**config.mk**
```make
export PLATFORM = sky130hd
export DESIGN_NAME = six_face_accel_gyro_calibration
export DESIGN_NICKNAME = d
export VERILOG_FILES = /design/src/rtl/sfcal_pkg.sv /design/src/rtl/sfcal_ram.sv /design/src/rtl/sfcal_div.sv /design/src/rtl/six_face_accel_gyro_calibration.sv
export SDC_FILE = /design/constraint.sdc
export NUM_CORES = 2
export LEC_CHECK = 0
export BUFFER_PORTS_ARGS = -buffer_cell sky130_fd_sc_hd__clkbuf_2
export CAP_MARGIN = 5
export CORE_MARGIN = 8
export CORE_UTILIZATION = 52
export DETAILED_ROUTE_END_ITERATION = 6
export HOLD_SLACK_MARGIN = 0.15
export PLACE_DENSITY = 0.81
export SYNTH_ARGS = -nofsm -noshare
export SYNTH_HDL_FRONTEND = slang
export SYNTH_HIERARCHICAL = 1
export SYNTH_SLANG_ARGS = --single-unit
```
**constraint.sdc**
```tcl
create_clock -name clk -period 10 [get_ports clk]
set_clock_uncertainty 0.2 [all_clocks]
set_input_delay 1 -clock clk [delete_from_list [all_inputs] [get_ports clk]]
set_output_delay 1 -clock clk [all_outputs]
set_load 0.05 [all_outputs]
```
**src/rtl/sfcal_pkg.sv**
```systemverilog
// Shared types and constants for the six-face accel/gyro calibration block.
// No dependencies; imported by the top level and the checker.
package sfcal_pkg;

    localparam int FACE_COUNT = 6;
    localparam int AXES       = 3;
    localparam int DATA_W     = 32;
    localparam int GRAV_W     = 31;
    localparam int SCALE_W    = 18;
    localparam int SUM_W      = 35;
    localparam int FACE_W     = 3;
    localparam int AXIS_W     = 2;
    localparam int STATUS_W   = 2;
    localparam int CFG_IDX_W  = 2;
    localparam int CFG_W      = GRAV_W;
    localparam int FACE_AW    = $clog2(FACE_COUNT);
    localparam int GDIV_W     = 3;

    localparam int S_TDATA_W  = 6 * DATA_W;
    localparam int S_TUSER_W  = FACE_W;
    localparam int M_DATA_W   = 2 * DATA_W + SCALE_W;
    localparam int M_TDATA_W  = ((M_DATA_W + 7) / 8) * 8;
    localparam int M_TUSER_W  = AXIS_W + STATUS_W;

    localparam logic [GRAV_W-1:0]  GRAVITY_RST = 31'd642690;
    localparam logic [SCALE_W-1:0] LOWER_RST   = 18'd32768;
    localparam logic [SCALE_W-1:0] UPPER_RST   = 18'd131072;
    localparam logic [GDIV_W-1:0]  GYRO_DIV    = 3'(FACE_COUNT);
    localparam logic [SUM_W-1:0]   GYRO_HALF   = 35'(FACE_COUNT / 2);
    localparam logic [DATA_W-1:0]  BIAS_MAX    = 32'h7FFF_FFFF;
    localparam logic [DATA_W-1:0]  BIAS_MIN    = 32'h8000_0000;
    localparam logic [AXIS_W-1:0]  LAST_AXIS   = 2'(AXES - 1);

    typedef enum logic [CFG_IDX_W-1:0] {
        REG_GRAVITY     = 2'd0,
        REG_SCALE_LOWER = 2'd1,
        REG_SCALE_UPPER = 2'd2,
        REG_UNUSED      = 2'd3
    } cfg_reg_t;

    typedef enum logic [STATUS_W-1:0] {
        ST_OK        = 2'd0,
        ST_BAD_CFG   = 2'd1,
        ST_SMALL_DEN = 2'd2,
        ST_RANGE     = 2'd3
    } status_t;

    typedef struct packed {
        logic [AXIS_W-1:0]  axis;
        status_t            status;
        logic [DATA_W-1:0]  bias;
        logic [SCALE_W-1:0] scale;
        logic [DATA_W-1:0]  gyro;
        logic               last;
    } result_t;

endpackage

```
**src/rtl/sfcal_ram.sv**
```systemverilog
// Generic single-write, single-read RAM with registered read data.
// No dependencies.
module sfcal_ram #(
    parameter int WIDTH = 32,
    parameter int DEPTH = 6
) (
    input  logic                     clk,
    input  logic                     we,
    input  logic [$clog2(DEPTH)-1:0] waddr,
    input  logic [WIDTH-1:0]         wdata,
    input  logic [$clog2(DEPTH)-1:0] raddr,
    output logic [WIDTH-1:0]         rdata
);

    logic [WIDTH-1:0] mem_reg [DEPTH];
    logic [WIDTH-1:0] rdata_reg;

    always_ff @(posedge clk)
    begin
        if (we)
        begin
            mem_reg[waddr] <= wdata;
        end
        rdata_reg <= mem_reg[raddr];
    end

    assign rdata = rdata_reg;

endmodule

```
**src/rtl/sfcal_div.sv**
```systemverilog
// Bit-serial restoring divider: one quotient bit per cycle, MSB first.
// Keeps the low QW quotient bits and flags any higher bit set. No dependencies.
module sfcal_div #(
    parameter int DW = 49,
    parameter int VW = 32,
    parameter int QW = 18
) (
    input  logic          clk,
    input  logic          rst_n,
    input  logic          start,
    input  logic [DW-1:0] dividend,
    input  logic [VW-1:0] divisor,
    output logic          busy,
    output logic [QW-1:0] quotient,
    output logic          ovf
);

    localparam int CW = $clog2(DW + 1);

    logic          busy_reg, busy_next;
    logic [CW-1:0] cnt_reg, cnt_next;
    logic [DW-1:0] dvd_reg, dvd_next;
    logic [VW-1:0] dsr_reg, dsr_next;
    logic [VW-1:0] rem_reg, rem_next;
    logic [QW-1:0] quo_reg, quo_next;
    logic          ovf_reg, ovf_next;
    logic [VW:0]   trial;
    logic [VW:0]   diff;
    logic          fits;

    assign trial = {rem_reg, dvd_reg[DW-1]};
    assign diff  = trial - {1'b0, dsr_reg};
    assign fits  = trial >= {1'b0, dsr_reg};

    always_comb
    begin
        busy_next = busy_reg;
        cnt_next  = cnt_reg;
        dvd_next  = dvd_reg;
        dsr_next  = dsr_reg;
        rem_next  = rem_reg;
        quo_next  = quo_reg;
        ovf_next  = ovf_reg;
        if (start)
        begin
            busy_next = 1'b1;
            cnt_next  = CW'(DW);
            dvd_next  = dividend;
            dsr_next  = divisor;
            rem_next  = '0;
            quo_next  = '0;
            ovf_next  = 1'b0;
        end
        else if (busy_reg)
        begin
            rem_next  = fits ? diff[VW-1:0] : trial[VW-1:0];
            dvd_next  = {dvd_reg[DW-2:0], 1'b0};
            quo_next  = {quo_reg[QW-2:0], fits};
            ovf_next  = ovf_reg | quo_reg[QW-1];
            cnt_next  = cnt_reg - 1'b1;
            busy_next = cnt_reg != CW'(1);
        end
    end

    always_ff @(posedge clk or negedge rst_n)
    begin
        if (!rst_n)
        begin
            busy_reg <= 1'b0;
            cnt_reg  <= '0;
        end
        else
        begin
            busy_reg <= busy_next;
            cnt_reg  <= cnt_next;
        end
    end

    always_ff @(posedge clk)
    begin
        dvd_reg <= dvd_next;
        dsr_reg <= dsr_next;
        rem_reg <= rem_next;
        quo_reg <= quo_next;
        ovf_reg <= ovf_next;
    end

    assign busy     = busy_reg;
    assign quotient = quo_reg;
    assign ovf      = ovf_reg;

endmodule

```
**src/rtl/six_face_accel_gyro_calibration.sv**
```systemverilog
// Six-face accelerometer and gyro calibration, top level.
// Depends on sfcal_pkg, sfcal_ram and sfcal_div.
//
// Faces arrive one per transfer on the input stream and are stored in the
// face RAM. The transfer marked tlast starts the computation: S_CHECK checks
// the settings, then for each axis the pos/neg faces are read from the face
// RAM (S_RD_POS, S_RD_NEG) and S_PREP starts the scale 2g/(pos-neg) and the
// gyro sum/6 in two bit-serial dividers side by side. S_DIV waits for both
// dividers, then S_OUT holds the result of the axis until it is taken.
// Only one calibration runs at a time; input is held off until the result
// with tlast has been taken. Errors end the results early with tlast set.
module six_face_accel_gyro_calibration import sfcal_pkg::*; #(
    parameter int FRAC_BITS = 16
) (
    input  logic                 clk,
    input  logic                 rst_n,
    input  logic                 cfg_we,
    input  logic [CFG_IDX_W-1:0] cfg_index,
    input  logic [CFG_W-1:0]     cfg_data,
    input  logic                 s_axis_tvalid,
    output logic                 s_axis_tready,
    // accel_x, accel_y, accel_z, gyro_x, gyro_y, gyro_z
    input  logic [S_TDATA_W-1:0] s_axis_tdata,
    // face
    input  logic [S_TUSER_W-1:0] s_axis_tuser,
    input  logic                 s_axis_tlast,
    output logic                 m_axis_tvalid,
    input  logic                 m_axis_tready,
    // accel_bias, accel_gain, gyro_bias, zero pad
    output logic [M_TDATA_W-1:0] m_axis_tdata,
    // axis, status
    output logic [M_TUSER_W-1:0] m_axis_tuser,
    output logic                 m_axis_tlast
);

    localparam int NUM_W = DATA_W + FRAC_BITS + 1;

    typedef enum logic [6:0] {
        S_IDLE   = 7'b0000001,
        S_CHECK  = 7'b0000010,
        S_RD_POS = 7'b0000100,
        S_RD_NEG = 7'b0001000,
        S_PREP   = 7'b0010000,
        S_DIV    = 7'b0100000,
        S_OUT    = 7'b1000000
    } state_t;

    state_t              state_reg, state_next;
    logic [AXIS_W-1:0]   axis_reg, axis_next;
    logic [GRAV_W-1:0]   gravity_reg;
    logic [SCALE_W-1:0]  lower_reg;
    logic [SCALE_W-1:0]  upper_reg;
    logic [SUM_W-1:0]    gsum_reg [AXES];
    logic [DATA_W-1:0]   pos_reg;
    logic [DATA_W-1:0]   bias_reg, bias_next;
    logic                gneg_reg, gneg_next;
    result_t             res_reg, res_next;
    logic                res_load;

    logic                s_xfer, m_xfer;
    logic                face_ok;
    logic                ram_we;
    logic [DATA_W-1:0]   ram_wdata;
    logic [FACE_AW-1:0]  ram_raddr;
    logic [DATA_W-1:0]   ram_rdata;

    logic [DATA_W:0]     den;
    logic [DATA_W:0]     bsum;
    logic [SUM_W-1:0]    gsum_sel;
    logic [SUM_W-1:0]    gmag;
    logic [NUM_W-1:0]    a_dividend;
    logic [SUM_W-1:0]    g_dividend;
    logic                div_start;
    logic                a_busy, g_busy;
    logic [SCALE_W-1:0]  a_q;
    logic                a_ovf;
    logic [DATA_W-1:0]   g_q;
    logic                g_ovf;
    logic [DATA_W-1:0]   g_sat;
    logic                cfg_bad;

    assign s_axis_tready = state_reg == S_IDLE;
    assign s_xfer        = s_axis_tvalid && s_axis_tready;
    assign m_xfer        = m_axis_tvalid && m_axis_tready;
    assign face_ok       = s_axis_tuser < FACE_W'(FACE_COUNT);

    // face store
    assign ram_we    = s_xfer && face_ok;
    assign ram_raddr = {axis_reg, state_reg == S_RD_NEG};

    always_comb
    begin
        case (s_axis_tuser[FACE_W-1:1])
            2'd0:    ram_wdata = s_axis_tdata[DATA_W-1:0];
            2'd1:    ram_wdata = s_axis_tdata[2*DATA_W-1:DATA_W];
            default: ram_wdata = s_axis_tdata[3*DATA_W-1:2*DATA_W];
        endcase
    end

    sfcal_ram #(
        .WIDTH(DATA_W),
        .DEPTH(FACE_COUNT)
    ) u_ram (
        .clk  (clk),
        .we   (ram_we),
        .waddr(s_axis_tuser),
        .wdata(ram_wdata),
        .raddr(ram_raddr),
        .rdata(ram_rdata)
    );

    // per-axis arithmetic; ram_rdata holds the minus face in S_PREP
    assign den      = {pos_reg[DATA_W-1], pos_reg} - {ram_rdata[DATA_W-1], ram_rdata};
    assign bsum     = {pos_reg[DATA_W-1], pos_reg} + {ram_rdata[DATA_W-1], ram_rdata};
    assign gsum_sel = gsum_reg[axis_reg];
    assign gmag     = gsum_sel[SUM_W-1] ? (~gsum_sel + 1'b1) : gsum_sel;

    assign a_dividend = (NUM_W'(gravity_reg) << (FRAC_BITS + 1)) + NUM_W'(den[DATA_W-1:1]);
    assign g_dividend = gmag + GYRO_HALF;
    assign div_start  = state_reg == S_PREP;

    sfcal_div #(
        .DW(NUM_W),
        .VW(DATA_W),
        .QW(SCALE_W)
    ) u_div_accel (
        .clk     (clk),
        .rst_n   (rst_n),
        .start   (div_start),
        .dividend(a_dividend),
        .divisor (den[DATA_W-1:0]),
        .busy    (a_busy),
        .quotient(a_q),
        .ovf     (a_ovf)
    );

    sfcal_div #(
        .DW(SUM_W),
        .VW(GDIV_W),
        .QW(DATA_W)
    ) u_div_gyro (
        .clk     (clk),
        .rst_n   (rst_n),
        .start   (div_start),
        .dividend(g_dividend),
        .divisor (GYRO_DIV),
        .busy    (g_busy),
        .quotient(g_q),
        .ovf     (g_ovf)
    );

    always_comb
    begin
        if (gneg_reg)
        begin
            g_sat = (g_ovf || g_q > BIAS_MIN) ? BIAS_MIN : (~g_q + 1'b1);
        end
        else
        begin
            g_sat = (g_ovf || g_q > BIAS_MAX) ? BIAS_MAX : g_q;
        end
    end

    assign cfg_bad = (gravity_reg == '0) || (lower_reg == '0) || (upper_reg < lower_reg);

    // sequencer
    always_comb
    begin
        state_next = state_reg;
        axis_next  = axis_reg;
        bias_next  = bias_reg;
        gneg_next  = gneg_reg;
        res_load   = 1'b0;
        res_next   = res_reg;
        case (state_reg)
            S_IDLE:
            begin
                if (s_xfer && s_axis_tlast)
                begin
                    state_next = S_CHECK;
                end
            end
            S_CHECK:
            begin
                axis_next = '0;
                if (cfg_bad)
                begin
                    res_load   = 1'b1;
                    res_next   = '{axis: '0, status: ST_BAD_CFG, bias: '0, scale: '0,
                                   gyro: '0, last: 1'b1};
                    state_next = S_OUT;
                end
                else
                begin
                    state_next = S_RD_POS;
                end
            end
            S_RD_POS:
            begin
                state_next = S_RD_NEG;
            end
            S_RD_NEG:
            begin
                state_next = S_PREP;
            end
            S_PREP:
            begin
                bias_next = bsum[DATA_W:1];
                gneg_next = gsum_sel[SUM_W-1];
                if (den[DATA_W] || den[DATA_W-1:1] == '0)
                begin
                    res_load   = 1'b1;
                    res_next   = '{axis: axis_reg, status: ST_SMALL_DEN, bias: '0,
                                   scale: '0, gyro: '0, last: 1'b1};
                    state_next = S_OUT;
                end
                else
                begin
                    state_next = S_DIV;
                end
            end
            S_DIV:
            begin
                if (!a_busy && !g_busy)
                begin
                    res_load   = 1'b1;
                    state_next = S_OUT;
                    if (a_ovf || a_q < lower_reg || a_q > upper_reg)
                    begin
                        res_next = '{axis: axis_reg, status: ST_RANGE, bias: '0,
                                     scale: '0, gyro: '0, last: 1'b1};
                    end
                    else
                    begin
                        res_next = '{axis: axis_reg, status: ST_OK, bias: bias_reg,
                                     scale: a_q, gyro: g_sat,
                                     last: axis_reg == LAST_AXIS};
                    end
                end
            end
            S_OUT:
            begin
                if (m_xfer)
                begin
                    if (res_reg.last)
                    begin
                        state_next = S_IDLE;
                    end
                    else
                    begin
                        axis_next  = axis_reg + 1'b1;
                        state_next = S_RD_POS;
                    end
                end
            end
            default:
            begin
                state_next = S_IDLE;
            end
        endcase
    end

    always_ff @(posedge clk or negedge rst_n)
    begin
        if (!rst_n)
        begin
            state_reg   <= S_IDLE;
            axis_reg    <= '0;
            gravity_reg <= GRAVITY_RST;
            lower_reg   <= LOWER_RST;
            upper_reg   <= UPPER_RST;
            for (int i = 0; i < AXES; i++)
            begin
                gsum_reg[i] <= '0;
            end
        end
        else
        begin
            state_reg <= state_next;
            axis_reg  <= axis_next;
            if (cfg_we)
            begin
                case (cfg_reg_t'(cfg_index))
                    REG_GRAVITY:     gravity_reg <= cfg_data;
                    REG_SCALE_LOWER: lower_reg   <= cfg_data[SCALE_W-1:0];
                    REG_SCALE_UPPER: upper_reg   <= cfg_data[SCALE_W-1:0];
                    default:         ;
                endcase
            end
            if (ram_we)
            begin
                for (int i = 0; i < AXES; i++)
                begin
                    gsum_reg[i] <= gsum_reg[i] + SUM_W'($signed(
                        s_axis_tdata[(AXES+i)*DATA_W +: DATA_W]));
                end
            end
            else if (state_reg == S_OUT && m_xfer && res_reg.last)
            begin
                for (int i = 0; i < AXES; i++)
                begin
                    gsum_reg[i] <= '0;
                end
            end
        end
    end

    always_ff @(posedge clk)
    begin
        if (state_reg == S_RD_NEG)
        begin
            pos_reg <= ram_rdata;
        end
        bias_reg <= bias_next;
        gneg_reg <= gneg_next;
        if (res_load)
        begin
            res_reg <= res_next;
        end
    end

    assign m_axis_tvalid = state_reg == S_OUT;
    assign m_axis_tdata  = {(M_TDATA_W - M_DATA_W)'(0), res_reg.gyro, res_reg.scale,
                            res_reg.bias};
    assign m_axis_tuser  = {res_reg.status, res_reg.axis};
    assign m_axis_tlast  = res_reg.last;

endmodule

```
==> qor.txt <==
Area Growth Syn to Fin -> 11.64%
Layout Nets -> 5121
Max stage delay on crit path -> 810 ps
final cycle utilization of the critical path -> 65.70%
Lkg Pwr -> 0.02068 uW
Crit Reg-Reg Endpoint -> u_div_accel/dvd_reg[44]$_DFFE_PP_
die footprint -> 98230 sq um
Cell Rows -> 109
largest family of logic cells by synthesized area -> compound AO/OA/AOI/OAI gates
synthesized cell area -> 46000 sq um
reg-to-reg setup timing slack -> 3430 ps
Post-synth EDFFs -> 463
initial core utilization -> 52.29%
layout cells sized above 1 -> 16.01%
XOR/XNOR share of the synthesized area -> 4.815%
post-CTS resize count -> 0
CP max stage cell -> a2111oi_0
ANT nets after route -> 0
outcome -> complete, no violations
Worst R2R Path Depth -> 21
Crit path required time -> 10200 ps
Max H-tree Level -> 3
async set-or-reset flop fraction in the synthesized netlist -> 25.10%
Vias/cell -> 5.964
cells after synthesis -> 4355
worst setup margin -> 3430 ps
DR iter-0 viols -> 2877
CP max FO -> 6
min Tclk post-route -> 6570 ps
CTS Hold Bufs -> 0
Synth Flop Type -> edfxtp_1
Seq/Total Area, Yosys -> 46.05%
Final Util -> 58.37%
RSZ-0062 raised after global routing -> no
CP Launch Point -> u_ram/rdata[1]$_DFF_P_
Synth Area in Simple Gates -> 12.80%
number of flip-flops in the largest register -> 192
First-pass DRT Iterations -> 6
startpoint types -> flop
Remaining DRCs -> 0
max-slew violations -> 0
Setup Viol. Count Final -> 0
CP cell instances -> inv_1 > ha_1 > nor2b_1 > o31a_1 > o31ai_4 > a211oi_1 > or3_1 > xnor2_1 > inv_1 > ha_1 > a21o_1 > a21oi_1 > o21ai_0 > a2111oi_0 > o31ai_1 > o41a_1 > a21oi_1 > or2_2 > nor2_1 > xnor2_1 > mux2_2
Core Box Area -> 87970 sq um
port bufs -> 322
final hold violations -> 0
GRT Overall Usage -> 22.48%
global-route wire length before repair -> 181.8 mm
setup bufs post-CTS -> 0
initial antenna violation count -> 12
Clock Path Buffers -> 3
mux cell area share after synthesis -> 8.367%
critical path capture point type -> flop
Crit Path Category -> flop to flop
library cells used by synthesis -> 118
Root Driver -> clkbuf_16
Compound-Gate Fraction of Synth Area -> 16.38%
Worst-Skew Late Latency -> 650 ps
RD Place Congestion -> 0.9289
largest net degree at the start of global routing -> 127
WL final -> 115.0 mm
Sum Neg Setup Slack -> 0 ps
RR Startpoint -> u_ram/rdata[1]$_DFF_P_
final std cells w/o fill -> 5848
Die Y -> 313.4 microns
Max VDD drop -> 152.1 uV
io pins -> 329
clock sinks -> 777
Avg Cell Area, Syn -> 10.56 sq um
Die W -> 313.4 microns
Avg WL per Cell -> 19.66 microns
TritonCTS buffer count -> 82
CP delay by family, top -> compound AO/OA/AOI/OAI gates
HP Class -> primary input to asynchronous set/reset pin
vias in the first global route -> 33440
vias after detailed routing -> 34880
buffers plus inverters on the worst setup path -> 2
CP arrival -> 6770 ps
max capacitance violation total -> 0
CTS tree -> built
synth warn -> 6
fmax -> 152.2 MHz
hold_ws -> 240.1 ps
Place WS -> 3513 ps
Synth Area in Adders -> 7.829%
placed cell count -> 5685
PD cells -> 273.6 nW/um^2
post-DP HPWL -> 81.31 mm
register bit total from synthesis -> 777
grt ovf -> 0
Worst-Margin Slew -> 1182 ps
CTS clk-pin slew, worst paths -> 70 ps
relative slew slack -> 21.21%
-- metrics by stage --
step                      power, uW  cell area, sq um
after floorplan                9299             46020
after global routing          14970             51350
final                         14050             51350
after CTS                     14010             51320
after global placement        10640             48550
after detailed placement      10820             48550
-- synthesized netlist by cell type (89+ instances only) --
cell	instances	share of area, %
a21o_1	111	1.8
a21oi_1	283	3.1
clkbuf_1	124	1.0
dfrtp_1	183	10
dfxtp_1	119	5.2
edfxtp_1	463	30
ha_1	275	7.5
inv_1	203	1.7
mux2_2	144	3.5
mux2i_1	218	4.7
nand2_1	290	2.4
nand3_1	89	0.97
nor2_1	283	2.3
nor3_1	98	1.1
o21ai_0	266	2.9
xnor2_1	165	3.1
-- cell type report --
type,instances,area (sq um)
sequential,777,21190
fill,7164,36620
clock inverter,46,509.2
antenna,12,30.03
tap,1165,1458
clock buffer,105,2262
multi-input combinational,3182,23240
inverter,203,762.0
timing repair buffer,358,1903
-- power by group --
group | internal, uW | switching, uW
clock network | 1820 | 1300
logic | 2590 | 3920
registers | 3960 | 452
-- cells in the final DEF, fill, tap and decap left out, types with 24 or more instances in the layout --
cell type / count
edfxtp_1: 463
clkbuf_2: 321
nand2_1: 290
a21oi_1: 282
nor2_1: 277
ha_1: 275
o21ai_0: 266
mux2i_1: 218
inv_1: 201
dfrtp_1: 179
xnor2_1: 165
mux2_2: 144
dfxtp_1: 119
a21o_1: 111
nor3_1: 95
nand3_1: 88
xor2_1: 86
clkbuf_16: 85
and2_1: 70
a22o_1: 51
and3_1: 45
a211oi_1: 40
nand2b_1: 40
o21a_1: 38
buf_4: 35
o21bai_1: 33
nand4_1: 33
a31oi_1: 32
nor4_1: 32
or3_1: 27
nor2b_1: 25
o211ai_1: 24
-- logic make-up after synthesis --
logic type               after synthesis
flip-flops                           777
AND/OR/NAND/NOR                     1151
AO/OA/AOI/OAI                       1123
XOR/XNOR                             252
other                                  2
adder cells (fa/ha/maj)              283
multiplexers                         364
buffers and inverters                403
-- worst max path at each step --
stage                                              endpoint  slack (ps)  depth (start not counted)
after floorplan                   m_axis_tdata[0]$_DFFE_PP_        1560                         13
after CTS                 u_div_accel/dvd_reg[38]$_DFFE_PP_        3470                         21
after global routing      u_div_accel/dvd_reg[38]$_DFFE_PP_        2860                         20
final                     u_div_accel/dvd_reg[44]$_DFFE_PP_        3430                         21
after global placement    u_div_accel/dvd_reg[38]$_DFFE_PP_        3820                         21
after detailed placement  u_div_accel/dvd_reg[38]$_DFFE_PP_        3510                         21
-- metal layers --
layer,track usage (%),share of wire (%)
met2,35.25,45
met4,7.818,3.0
met3,3.697,6.7
met1,31.59,45
met5,0,0
Power figures use the tool's default switching activity.
